**config.mk**
```make
export PLATFORM = sky130hd
export DESIGN_NAME = line_rect_clipper
export DESIGN_NICKNAME = d
export VERILOG_FILES = /design/src/sv/lrc_pkg.sv /design/src/sv/line_rect_clipper.sv /design/src/sv/lrc_divider.sv /design/src/sv/lrc_clip_unit.sv
export VERILOG_INCLUDE_DIRS = /design/src /design/src/sv
export SDC_FILE = /design/constraint.sdc
export NUM_CORES = 2
export LEC_CHECK = 0
export BUFFER_PORTS_ARGS = -buffer_cell sky130_fd_sc_hd__buf_2
export CAP_MARGIN = 20
export CORE_ASPECT_RATIO = 1.75
export CORE_MARGIN = 2
export CORE_UTILIZATION = 28
export CTS_CLUSTER_DIAMETER = 50
export DETAILED_ROUTE_END_ITERATION = 7
export PLACE_DENSITY = 0.48
export SETUP_SLACK_MARGIN = 0.1
export SLEW_MARGIN = 20
export SYNTH_ARGS = -nofsm -noshare
export SYNTH_HDL_FRONTEND = slang
export SYNTH_HIERARCHICAL = 1
export SYNTH_SLANG_ARGS = --single-unit
```
**constraint.sdc**
```tcl
create_clock -name clk -period 6.8 [get_ports clk]
set_input_delay 0.68 -clock clk [delete_from_list [all_inputs] [get_ports clk]]
set_output_delay 0.68 -clock clk [all_outputs]
set_load 0.005 [all_outputs]
```
**src/sv/line_rect_clipper_macros.svh**
```systemverilog
// Assertion macros shared by the line rectangle clipper RTL.
`ifndef LINE_RECT_CLIPPER_MACROS_SVH
`define LINE_RECT_CLIPPER_MACROS_SVH

// Check that prop holds in the same cycle as cond.
`define LRC_ASSERT_IMPLY(label, cond, prop, msg) \
  label: assert property (@(posedge clk) disable iff (rst) (cond) |-> (prop)) \
    else $error(msg);

// Check that prop holds in the cycle after cond.
`define LRC_ASSERT_NEXT(label, cond, prop, msg) \
  label: assert property (@(posedge clk) disable iff (rst) (cond) |=> (prop)) \
    else $error(msg);

`endif

```
**src/sv/lrc_pkg.sv**
```systemverilog
// Shared widths, register indexes and status type of the line rectangle clipper.
`timescale 1ns / 1ps

package lrc_pkg;

  localparam int WIN_BITS     = 14;
  localparam int EDGE_BITS    = WIN_BITS + 2;
  localparam int IN_BITS      = 16;
  localparam int OUT_BITS     = 16;
  localparam int PAL_BITS     = 8;
  localparam int COLOR_BITS   = 32;
  localparam int REG_IDX_BITS = 2;

  localparam logic [REG_IDX_BITS-1:0] REG_LEFT   = 2'd0;
  localparam logic [REG_IDX_BITS-1:0] REG_TOP    = 2'd1;
  localparam logic [REG_IDX_BITS-1:0] REG_WIDTH  = 2'd2;
  localparam logic [REG_IDX_BITS-1:0] REG_HEIGHT = 2'd3;

  typedef struct packed {
    logic busy;
    logic done;
  } clu_status_t;

endpackage

```
**src/sv/line_rect_clipper.sv**
```systemverilog
// Top level of the line rectangle clipper: sequencer, window registers and result port.
`timescale 1ns / 1ps
//
//  channel   direction  handshake                 payload
//  --------  ---------  ------------------------  ----------------------------------------
//  request   in         start & !busy             start_x start_y end_x end_y
//                                                 palette_index true_color
//  result    out        done (one-cycle strobe)   visible out_start_x out_start_y
//                                                 out_end_x out_end_y out_palette_index
//                                                 out_true_color
//  config    in         wr_en                     wr_index wr_data
//
//  A request goes through endpoint ordering, then passes of a rejection test and
//  an edge check per edge, with a clip on the shared clip unit for each edge hit,
//  and then emit and the result strobe. The clip unit's divider is P bits wide,
//  P = COORD_BITS + max(COORD_BITS, 16) + 2. After the pass cap one final
//  rejection test is made before the segment is emitted.
//  busy stays high for the whole request; the result strobe cannot be stalled.
//  Reset (rst, synchronous) restores the window to 0, 0, 320 x 200 and idles the
//  sequencer; write the window only while busy is low.
//
`include "line_rect_clipper_macros.svh"

module line_rect_clipper import lrc_pkg::*; #(
  parameter int MAX_PASSES = 4,
  parameter int COORD_BITS = 16
) (
  input  logic                         clk,
  input  logic                         rst,
  // request channel
  input  logic                         start,
  output logic                         busy,
  input  logic signed [IN_BITS-1:0]    start_x,
  input  logic signed [IN_BITS-1:0]    start_y,
  input  logic signed [IN_BITS-1:0]    end_x,
  input  logic signed [IN_BITS-1:0]    end_y,
  input  logic [PAL_BITS-1:0]          palette_index,
  input  logic [COLOR_BITS-1:0]        true_color,
  // configuration write port
  input  logic                         wr_en,
  input  logic [REG_IDX_BITS-1:0]      wr_index,
  input  logic [WIN_BITS-1:0]          wr_data,
  // result channel
  output logic                         done,
  output logic                         visible,
  output logic signed [OUT_BITS-1:0]   out_start_x,
  output logic signed [OUT_BITS-1:0]   out_start_y,
  output logic signed [OUT_BITS-1:0]   out_end_x,
  output logic signed [OUT_BITS-1:0]   out_end_y,
  output logic [PAL_BITS-1:0]          out_palette_index,
  output logic [COLOR_BITS-1:0]        out_true_color
);

  // coordinate registers must hold both saturated coordinates and window edges
  localparam int CW        = (COORD_BITS > EDGE_BITS) ? COORD_BITS : EDGE_BITS;
  localparam int DW        = COORD_BITS + 1;
  localparam int PASS_BITS = $clog2(MAX_PASSES + 1);

  localparam logic signed [CW-1:0] C_MAX = CW'((1 << (COORD_BITS - 1)) - 1);
  localparam logic signed [CW-1:0] C_MIN = -C_MAX - CW'(1);
  localparam logic signed [CW:0]   O_MAX = (CW + 1)'((1 << (OUT_BITS - 1)) - 1);
  localparam logic signed [CW:0]   O_MIN = -O_MAX - (CW + 1)'(1);

  // sequencer states
  localparam logic [2:0] S_IDLE  = 3'd0;
  localparam logic [2:0] S_PREP  = 3'd1;
  localparam logic [2:0] S_REJ   = 3'd2;
  localparam logic [2:0] S_CHECK = 3'd3;
  localparam logic [2:0] S_WAIT  = 3'd4;
  localparam logic [2:0] S_ENDP  = 3'd5;
  localparam logic [2:0] S_EMIT  = 3'd6;

  // window edges, visited in this order each pass
  localparam logic [1:0] E_LEFT  = 2'd0;
  localparam logic [1:0] E_RIGHT = 2'd1;
  localparam logic [1:0] E_TOP   = 2'd2;
  localparam logic [1:0] E_BOT   = 2'd3;

  // window registers
  logic signed [WIN_BITS-1:0]  win_left;
  logic signed [WIN_BITS-1:0]  win_top;
  logic [WIN_BITS-1:0]         win_width;
  logic [WIN_BITS-1:0]         win_height;
  logic signed [EDGE_BITS-1:0] right_r;
  logic signed [EDGE_BITS-1:0] bottom_r;

  // sequencer and segment state
  logic [2:0]              state;
  logic [1:0]              edge_sel;
  logic [PASS_BITS-1:0]    pass_cnt;
  logic                    clipped;
  logic                    vis_r;
  logic                    inc;
  logic signed [CW-1:0]    x0;
  logic signed [CW-1:0]    y0;
  logic signed [CW-1:0]    x1;
  logic signed [CW-1:0]    y1;
  logic signed [CW-1:0]    ymin;
  logic signed [CW-1:0]    ymax;
  logic signed [DW-1:0]    dx;
  logic signed [DW-1:0]    dy;
  logic [PAL_BITS-1:0]     pal_r;
  logic [COLOR_BITS-1:0]   color_r;

  // clip unit interface
  logic                        clu_start;
  clu_status_t                 clu_stat;
  logic signed [CW-1:0]        op_base;
  logic signed [EDGE_BITS-1:0] op_bound;
  logic signed [CW-1:0]        op_cur;
  logic signed [DW-1:0]        op_mul;
  logic signed [DW-1:0]        op_div;
  logic signed [COORD_BITS-1:0] clu_result;
  logic signed [CW-1:0]        clu_ext;

  logic swap;
  logic rejected;
  logic edge_hit;

  function automatic logic signed [CW-1:0] sat_in(input logic signed [IN_BITS-1:0] v);
    logic signed [CW-1:0] w;
    w = CW'(v);
    if (w > C_MAX) begin
      return C_MAX;
    end else if (w < C_MIN) begin
      return C_MIN;
    end
    return w;
  endfunction

  function automatic logic signed [OUT_BITS-1:0] clamp_out(input logic signed [CW:0] v);
    if (v > O_MAX) begin
      return O_MAX[OUT_BITS-1:0];
    end else if (v < O_MIN) begin
      return O_MIN[OUT_BITS-1:0];
    end
    return v[OUT_BITS-1:0];
  endfunction

  assign busy    = (state != S_IDLE);
  assign swap    = (x0 > x1);
  assign clu_ext = CW'(clu_result);

  // whole segment outside the window: left of it, above, right of it or below
  assign rejected = (x1 < win_left) || (ymax < win_top) ||
                    (x0 > right_r) || (ymin > bottom_r);

  // edge test uses the y span from the start of the pass
  always_comb begin
    unique case (edge_sel)
      E_LEFT:  edge_hit = (x0 < win_left);
      E_RIGHT: edge_hit = (x1 > right_r);
      E_TOP:   edge_hit = (ymin < win_top);
      E_BOT:   edge_hit = (ymax > bottom_r);
    endcase
  end

  // steer the current edge's operands into the shared clip unit
  always_comb begin
    op_base  = y0;
    op_bound = EDGE_BITS'(win_left);
    op_cur   = x0;
    op_mul   = dy;
    op_div   = dx;
    unique case (edge_sel)
      E_LEFT: begin
        op_base  = y0;
        op_bound = EDGE_BITS'(win_left);
        op_cur   = x0;
      end
      E_RIGHT: begin
        op_base  = y1;
        op_bound = right_r;
        op_cur   = x1;
      end
      E_TOP: begin
        op_mul   = dx;
        op_div   = dy;
        op_bound = EDGE_BITS'(win_top);
        op_base  = inc ? x1 : x0;
        op_cur   = inc ? y1 : y0;
      end
      E_BOT: begin
        op_mul   = dx;
        op_div   = dy;
        op_bound = bottom_r;
        op_base  = inc ? x0 : x1;
        op_cur   = inc ? y0 : y1;
      end
    endcase
  end

  assign clu_start = (state == S_CHECK) && edge_hit;

  lrc_clip_unit #(
    .COORD_BITS (COORD_BITS)
  ) u_clip (
    .clk    (clk),
    .rst    (rst),
    .start  (clu_start),
    .base   (op_base),
    .bound  (op_bound),
    .cur    (op_cur),
    .mul_a  (op_mul),
    .div_d  (op_div),
    .status (clu_stat),
    .result (clu_result)
  );

  // window registers: the user must write them only while idle; the block does not enforce this
  always_ff @(posedge clk) begin
    if (rst) begin
      win_left   <= '0;
      win_top    <= '0;
      win_width  <= WIN_BITS'(320);
      win_height <= WIN_BITS'(200);
    end else if (wr_en) begin
      unique case (wr_index)
        REG_LEFT:   win_left   <= $signed(wr_data);
        REG_TOP:    win_top    <= $signed(wr_data);
        REG_WIDTH:  win_width  <= wr_data;
        REG_HEIGHT: win_height <= wr_data;
      endcase
    end
  end

  // sequencer control
  always_ff @(posedge clk) begin
    if (rst) begin
      state    <= S_IDLE;
      edge_sel <= E_LEFT;
      pass_cnt <= '0;
      clipped  <= 1'b0;
      vis_r    <= 1'b0;
      done     <= 1'b0;
    end else begin
      done <= 1'b0;
      unique case (state)
        S_IDLE: begin
          if (start) state <= S_PREP;
        end
        S_PREP: begin
          pass_cnt <= '0;
          state    <= S_REJ;
        end
        S_REJ: begin
          if (rejected) begin
            vis_r <= 1'b0;
            state <= S_EMIT;
          end else if (pass_cnt == PASS_BITS'(MAX_PASSES)) begin
            // pass cap reached and the segment still overlaps: emit as it stands
            vis_r <= 1'b1;
            state <= S_EMIT;
          end else begin
            clipped  <= 1'b0;
            edge_sel <= E_LEFT;
            state    <= S_CHECK;
          end
        end
        S_CHECK: begin
          if (edge_hit) begin
            clipped <= 1'b1;
            state   <= S_WAIT;
          end else if (edge_sel == E_BOT) begin
            state <= S_ENDP;
          end else begin
            edge_sel <= edge_sel + 1'b1;
          end
        end
        S_WAIT: begin
          if (clu_stat.done) begin
            if (edge_sel == E_BOT) begin
              state <= S_ENDP;
            end else begin
              edge_sel <= edge_sel + 1'b1;
              state    <= S_CHECK;
            end
          end
        end
        S_ENDP: begin
          if (!clipped) begin
            vis_r <= 1'b1;
            state <= S_EMIT;
          end else begin
            pass_cnt <= pass_cnt + 1'b1;
            state    <= S_REJ;
          end
        end
        S_EMIT: begin
          done  <= 1'b1;
          state <= S_IDLE;
        end
        default: state <= S_IDLE;
      endcase
    end
  end

  // segment datapath
  always_ff @(posedge clk) begin
    unique case (state)
      S_IDLE: begin
        if (start) begin
          x0      <= sat_in(start_x);
          y0      <= sat_in(start_y);
          x1      <= sat_in(end_x);
          y1      <= sat_in(end_y);
          pal_r   <= palette_index;
          color_r <= true_color;
        end
      end
      S_PREP: begin
        // order endpoints by x; slopes come from the ordered segment
        if (swap) begin
          x0 <= x1;
          y0 <= y1;
          x1 <= x0;
          y1 <= y0;
          dx <= DW'(x0) - DW'(x1);
          dy <= DW'(y0) - DW'(y1);
          inc <= (y0 <= y1);
        end else begin
          dx <= DW'(x1) - DW'(x0);
          dy <= DW'(y1) - DW'(y0);
          inc <= (y0 >= y1);
        end
        ymin     <= (y0 < y1) ? y0 : y1;
        ymax     <= (y0 < y1) ? y1 : y0;
        right_r  <= EDGE_BITS'(win_left) + $signed({2'b00, win_width}) - EDGE_BITS'(1);
        bottom_r <= EDGE_BITS'(win_top) + $signed({2'b00, win_height}) - EDGE_BITS'(1);
      end
      S_WAIT: begin
        // write the clipped coordinate and snap the other one to the edge
        if (clu_stat.done) begin
          unique case (edge_sel)
            E_LEFT: begin
              y0 <= clu_ext;
              x0 <= CW'(win_left);
            end
            E_RIGHT: begin
              y1 <= clu_ext;
              x1 <= CW'(right_r);
            end
            E_TOP: begin
              if (inc) begin
                x1 <= clu_ext;
                y1 <= CW'(win_top);
              end else begin
                x0 <= clu_ext;
                y0 <= CW'(win_top);
              end
            end
            E_BOT: begin
              if (inc) begin
                x0 <= clu_ext;
                y0 <= CW'(bottom_r);
              end else begin
                x1 <= clu_ext;
                y1 <= CW'(bottom_r);
              end
            end
          endcase
        end
      end
      S_ENDP: begin
        // refresh the y span for the next pass
        if (clipped) begin
          ymin <= inc ? y1 : y0;
          ymax <= inc ? y0 : y1;
        end
      end
      default: begin
      end
    endcase
  end

  // result registers: hold until the next strobe
  always_ff @(posedge clk) begin
    if (state == S_EMIT) begin
      visible           <= vis_r;
      out_palette_index <= pal_r;
      out_true_color    <= color_r;
      if (vis_r) begin
        out_start_x <= clamp_out((CW + 1)'(x0));
        out_start_y <= clamp_out((CW + 1)'(y0) + (CW + 1)'(1));
        out_end_x   <= clamp_out((CW + 1)'(x1));
        out_end_y   <= clamp_out((CW + 1)'(y1) + (CW + 1)'(1));
      end else begin
        out_start_x <= '0;
        out_start_y <= '0;
        out_end_x   <= '0;
        out_end_y   <= '0;
      end
    end
  end

  // checks
  `LRC_ASSERT_IMPLY(a_cull_zero, done && !visible, out_start_x == 0 && out_start_y == 0 && out_end_x == 0 && out_end_y == 0, "culled result carries coordinates")
  `LRC_ASSERT_IMPLY(a_clip_in_wait, clu_stat.busy, state == S_WAIT, "clip unit busy outside wait state")
  `LRC_ASSERT_IMPLY(a_pass_cap, 1'b1, pass_cnt <= PASS_BITS'(MAX_PASSES), "pass count past cap")
  `LRC_ASSERT_NEXT(a_done_pulse, done, !done, "result strobe longer than one cycle")

endmodule

```
**src/sv/lrc_divider.sv**
```systemverilog
// Unsigned restoring divider, two quotient bits per cycle.
`timescale 1ns / 1ps

module lrc_divider #(
  parameter int NUM_BITS = 34,
  parameter int DEN_BITS = 17
) (
  input  logic                clk,
  input  logic                rst,
  input  logic                start,
  input  logic [NUM_BITS-1:0] num,
  input  logic [DEN_BITS-1:0] den,
  output logic                done,
  output logic [NUM_BITS-1:0] quo
);

  localparam int PAD_BITS = NUM_BITS + (NUM_BITS % 2);
  localparam int STEPS    = PAD_BITS / 2;
  localparam int RW       = DEN_BITS + 1;
  localparam int CNT_BITS = $clog2(STEPS + 1);

  logic [RW-1:0]       rem_r;
  logic [PAD_BITS-1:0] quo_r;
  logic [DEN_BITS-1:0] den_r;
  logic [CNT_BITS-1:0] cnt;
  logic [RW-1:0]       rem_next;
  logic [PAD_BITS-1:0] quo_next;

  // two shift-compare-subtract steps; numerator bits shift out as quotient bits shift in
  always_comb begin
    rem_next = rem_r;
    quo_next = quo_r;
    for (int i = 0; i < 2; i++) begin
      rem_next = {rem_next[RW-2:0], quo_next[PAD_BITS-1]};
      quo_next = {quo_next[PAD_BITS-2:0], 1'b0};
      if (rem_next >= {1'b0, den_r}) begin
        rem_next    = rem_next - {1'b0, den_r};
        quo_next[0] = 1'b1;
      end
    end
  end

  always_ff @(posedge clk) begin
    if (rst) begin
      cnt  <= '0;
      done <= 1'b0;
    end else begin
      done <= 1'b0;
      if (start) begin
        cnt <= CNT_BITS'(STEPS);
      end else if (cnt != '0) begin
        cnt <= cnt - 1'b1;
        if (cnt == CNT_BITS'(1)) begin
          done <= 1'b1;
        end
      end
    end
  end

  always_ff @(posedge clk) begin
    if (start) begin
      rem_r <= '0;
      quo_r <= PAD_BITS'(num);
      den_r <= den;
    end else if (cnt != '0) begin
      rem_r <= rem_next;
      quo_r <= quo_next;
    end
  end

  assign quo = quo_r[NUM_BITS-1:0];

endmodule

```
**src/sv/lrc_clip_unit.sv**
```systemverilog
// Shared clip unit: base + (mul * (bound - cur)) / div, truncated, then saturated.
`timescale 1ns / 1ps

module lrc_clip_unit import lrc_pkg::*; #(
  parameter int COORD_BITS = 16
) (
  input  logic                          clk,
  input  logic                          rst,
  input  logic                          start,
  input  logic signed [((COORD_BITS > EDGE_BITS) ? COORD_BITS : EDGE_BITS)-1:0] base,
  input  logic signed [EDGE_BITS-1:0]   bound,
  input  logic signed [((COORD_BITS > EDGE_BITS) ? COORD_BITS : EDGE_BITS)-1:0] cur,
  input  logic signed [COORD_BITS:0]    mul_a,
  input  logic signed [COORD_BITS:0]    div_d,
  output clu_status_t                   status,
  output logic signed [COORD_BITS-1:0]  result
);

  localparam int CW = (COORD_BITS > EDGE_BITS) ? COORD_BITS : EDGE_BITS;
  localparam int DW = COORD_BITS + 1;
  localparam int PW = DW + CW + 1;
  localparam int SW = PW + 2;

  localparam logic signed [SW-1:0] S_MAX = SW'((1 << (COORD_BITS - 1)) - 1);
  localparam logic signed [SW-1:0] S_MIN = -S_MAX - SW'(1);

  localparam logic [2:0] CU_IDLE = 3'd0;
  localparam logic [2:0] CU_MUL  = 3'd1;
  localparam logic [2:0] CU_ABS  = 3'd2;
  localparam logic [2:0] CU_DIV  = 3'd3;
  localparam logic [2:0] CU_ADD  = 3'd4;

  logic [2:0]            state;
  logic                  done_r;
  logic                  zero_r;
  logic                  neg_r;
  logic signed [CW-1:0]  base_r;
  logic signed [DW-1:0]  mul_r;
  logic signed [DW-1:0]  den_r;
  logic signed [CW:0]    diff_r;
  logic signed [PW-1:0]  prod_r;
  logic signed [PW:0]    prod_ext;
  logic [PW:0]           prod_mag;
  logic [DW:0]           den_ext;
  logic [DW:0]           den_mag;
  logic                  div_start;
  logic                  div_done;
  logic [PW-1:0]         div_quo;
  logic [PW-1:0]         q_mag;
  logic signed [PW:0]    q_s;
  logic signed [SW-1:0]  sum;

  assign prod_ext  = {prod_r[PW-1], prod_r};
  assign prod_mag  = prod_r[PW-1] ? unsigned'(-prod_ext) : unsigned'(prod_ext);
  assign den_ext   = {den_r[DW-1], den_r};
  assign den_mag   = den_r[DW-1] ? (~den_ext + 1'b1) : den_ext;
  assign div_start = (state == CU_ABS) && !zero_r;

  lrc_divider #(
    .NUM_BITS (PW),
    .DEN_BITS (DW)
  ) u_div (
    .clk   (clk),
    .rst   (rst),
    .start (div_start),
    .num   (prod_mag[PW-1:0]),
    .den   (den_mag[DW-1:0]),
    .done  (div_done),
    .quo   (div_quo)
  );

  // a zero divisor contributes nothing
  assign q_mag = zero_r ? '0 : div_quo;
  assign q_s   = neg_r ? -$signed({1'b0, q_mag}) : $signed({1'b0, q_mag});
  assign sum   = SW'(base_r) + SW'(q_s);

  always_ff @(posedge clk) begin
    if (rst) begin
      state  <= CU_IDLE;
      done_r <= 1'b0;
    end else begin
      done_r <= 1'b0;
      unique case (state)
        CU_IDLE: if (start) state <= CU_MUL;
        CU_MUL:  state <= CU_ABS;
        CU_ABS:  state <= zero_r ? CU_ADD : CU_DIV;
        CU_DIV:  if (div_done) state <= CU_ADD;
        CU_ADD: begin
          done_r <= 1'b1;
          state  <= CU_IDLE;
        end
        default: state <= CU_IDLE;
      endcase
    end
  end

  always_ff @(posedge clk) begin
    if (state == CU_IDLE && start) begin
      base_r <= base;
      mul_r  <= mul_a;
      den_r  <= div_d;
      zero_r <= (div_d == '0);
      diff_r <= (CW + 1)'(bound) - (CW + 1)'(cur);
    end
    if (state == CU_MUL) begin
      prod_r <= mul_r * diff_r;
    end
    if (state == CU_ABS) begin
      neg_r <= prod_r[PW-1] ^ den_r[DW-1];
    end
    if (state == CU_ADD) begin
      if (sum > S_MAX) begin
        result <= S_MAX[COORD_BITS-1:0];
      end else if (sum < S_MIN) begin
        result <= S_MIN[COORD_BITS-1:0];
      end else begin
        result <= sum[COORD_BITS-1:0];
      end
    end
  end

  assign status.busy = (state != CU_IDLE);
  assign status.done = done_r;

endmodule

```
==> results.py <==
metrics = {
    "outcome": {
        "status": "complete, no violations",
    },
    "placed_design": {
        "dp_hpwl_mm": 160,
        "port_buffers": 230,
        "gp_congestion": 1.01,
    },
    "timing": {
        "fin_crit_ps": 6480,
        "fin_setup_tns_ps": 0,
        "setup_viol": 0,
        "slew_headroom_pct": 20.2,
        "maxSlewViolCount": 0,
        "finClkSkew_ps": 38.1,
        "rsz0062_at_grt": "true",
        "hold_viol_final": 0,
        "hold_slack_ps": 180,
        "worstMarginPinSlew_ps": 1200,
        "period_share_pct": 95.3,
        "fmax_ghz": 0.154,
    },
    "hold_path": {
        "holdCritStartpoint": "true_color[4]",
        "hold_end": "color_r[4]$_DFFE_PP_",
        "holdCritPathClass": "input port to flop",
        "min_delay_path_depth": 1,
    },
    "clock_tree": {
        "cts_root_buf": "clkbuf_16",
        "insertion_delay_ps": 680,
        "clkSinkCount": 572,
        "tritoncts": "done",
        "clk_pin_slew_ps": 70,
        "cts_buffers": 66,
        "htree_levels": 3,
        "ctsLongestPathBuffers": 3,
        "cts_hold_buffers": 0,
    },
    "detailed_routing": {
        "wl_per_cell_microns": 25.2,
        "vias": 39600,
        "drt_iter0_markers": 2497,
        "vias_per_cell": 5.13,
        "drc": 0,
        "ant_nets": 0,
        "firstDrtPassIters": 7,
        "drt-total-wl_mm": 194,
    },
    "critical_path": {
        "rrSetupSlack_ps": 320,
        "r2r_end": "u_clip/prod_r[33]$_DFFE_PP_",
        "start_kind": "flop",
        "reg2reg_depth": 20,
        "critPathMaxFanout": 7,
        "cp.required_ps": 7190,
        "crit_start": "u_clip/mul_r[6]$_DFFE_PP_",
        "worstSetupEndpointType": "flop",
        "arrival_ps": 6860,
        "crit_type": "flop to flop",
        "r2r_start": "u_clip/mul_r[6]$_DFFE_PP_",
    },
    "final_layout": {
        "syn2layout_area_growth_pct": 13.6,
        "final_nets": 6262,
        "drive_gt1_share_pct": 12.1,
    },
    "pwr": {
        "seq_power_share_pct": 21.0,
        "p_per_area_mw_per_mm2": 589,
        "clkPwrFrac_pct": 11.7,
        "p_leak_uw": 0.0235,
        "power.share.combinational_pct": 67.3,
        "power.switching_uw": 16700,
        "p_int_uw": 16300,
        "switching_share_pct": 50.7,
        "ir_worst_vdd_mv": 0.549,
    },
    "grt": {
        "grt_max_degree": 72,
        "track_usage_pct": 21.5,
        "antenna_found_initial": 8,
        "grt_pass1_vias": 41700,
        "grt_pass1_wl_mm": 280,
        "grt_remaining_overflow": 0,
    },
    "die": {
        "die_x_microns": 321,
        "die_h_microns": 559,
        "dieArea_sq_mm": 0.180,
        "rows": 203,
        "start_util_pct": 28.2,
        "fp.coreArea_sq_mm": 0.175,
        "num_io_pins": 231,
    },
    "synth": {
        "syn_avg_cell_area_sq_um": 9.56,
        "synth_fp_nets": 6024,
        "synthCells": 5160,
        "ys_warn_count": 6,
        "netlist_area_sq_mm": 0.0493,
    },
    "job": {
        "maxCapViolCount": 0,
    },
}
## per-layer routing
metal / part of all wire [%] / global-route usage, %
met2: 53 / 40.4
met3: 3.6 / 2.75
met1: 32 / 19.4
met4: 11 / 20.5
met5: 0.015 / 0
## layout make-up
cell class | count | area (sq um)
Timing Repair Buffer | 369 | 2240
Antenna cell | 6 | 15.0
Fill cell | 18100 | 119000
Tap cell | 2255 | 2820
Multi-Input combinational cell | 3699 | 29800
Inverter | 690 | 2590
Sequential cell | 572 | 16200
Clock inverter | 45 | 602
Clock buffer | 73 | 1710
## state kept, by name, summed over array words and instances, names as in the netlist, 17 cells and up
| signal | count |
|---|---|
| color_r | 32 |
| dx | 17 |
| dy | 17 |
| out_true_color | 32 |
| u_clip/den_r | 17 |
| u_clip/diff_r | 17 |
| u_clip/mul_r | 17 |
| u_clip/prod_r | 34 |
| u_clip/u_div/den_r | 17 |
| u_clip/u_div/quo | 34 |
| u_clip/u_div/rem_r | 17 |
## repair_timing
action / 4_1_cts / 5_1_grt
buffers inserted: 0 / 8
setup endpoints to repair: 0 / 6
endpoints found under the hold margin: 0 / 0
gates resized for setup: 0 / 22
## stage by stage
stage / setup slack [ps] / total power [uW] / area, sq um / cells / utilization, %
3_3_place_gp: 179 / 28600 / 53500 / 7569 / 30.6
4_1_cts: 117 / 32700 / 55800 / 7688 / 31.9
2_1_floorplan: 369 / 20900 / 49300 / 5160 / -
3_5_place_dp: 129 / 28700 / 53500 / 7570 / 30.6
5_1_grt: 42.5 / 35300 / 56000 / 7704 / 32.0
6_report: 322 / 33000 / 56100 / 7709 / 32.0
## worst max path at each step
stage,endpoint,slack (ps),depth (start not counted)
floorplan,u_clip/prod_r[32]$_DFFE_PP_,370,25
global placement,u_clip/prod_r[33]$_DFFE_PP_,180,22
detailed placement,u_clip/prod_r[33]$_DFFE_PP_,130,22
CTS,u_clip/prod_r[32]$_DFFE_PP_,120,22
global route,u_clip/prod_r[26]$_DFFE_PP_,40,24
finish,u_clip/prod_r[33]$_DFFE_PP_,320,20
## power by group through the flow
stage / registers (uW) / logic (uW) / clock network, uW
3_5_place_dp: 6950 / 21700 / 0
2_1_floorplan: 6340 / 14500 / 0
6_report: 6920 / 22200 / 3880
3_3_place_gp: 6950 / 21700 / 0
5_1_grt: 6960 / 24300 / 4070
4_1_cts: 6890 / 21800 / 3970
## critical path, stage by stage (launching register included)
cell and delay [ps]:
edfxtp_1 530, buf_4 220, and2_1 140, fa_1 460, fa_1 540, fa_1 610
fa_1 550, fa_1 550, inv_1 60, fa_1 530, inv_1 40, ha_1 360
a21o_1 190, a21o_1 170, a21oi_1 170, nor3b_2 210, a211o_1 170, a21oi_1 70
o31a_1 270, o41ai_2 260, xnor2_1 110
## placed cells by master (no fill, tap or decap), types with 25 or more instances in the layout
cell type / instances
mux2i_1: 80
mux2_2: 90
nand2_1: 486
inv_1: 668
o31ai_1: 31
buf_2: 233
nand3_1: 73
nor2_1: 248
o21bai_1: 26
a211oi_1: 37
xnor2_1: 179
edfxtp_1: 478
a21o_1: 75
fa_1: 308
nand2b_1: 44
a22oi_1: 40
and2_1: 166
ha_1: 428
xor2_1: 60
clkbuf_16: 67
nor2b_1: 64
nor4_1: 25
nor3_1: 77
buf_4: 128
or3_1: 25
nand4_1: 39
a221o_1: 25
o21ai_0: 244
o21a_1: 31
o21ai_1: 32
and3_1: 28
a21oi_1: 421
dfxtp_1: 94
No activity file was read; power rests on OpenSTA's default activity.
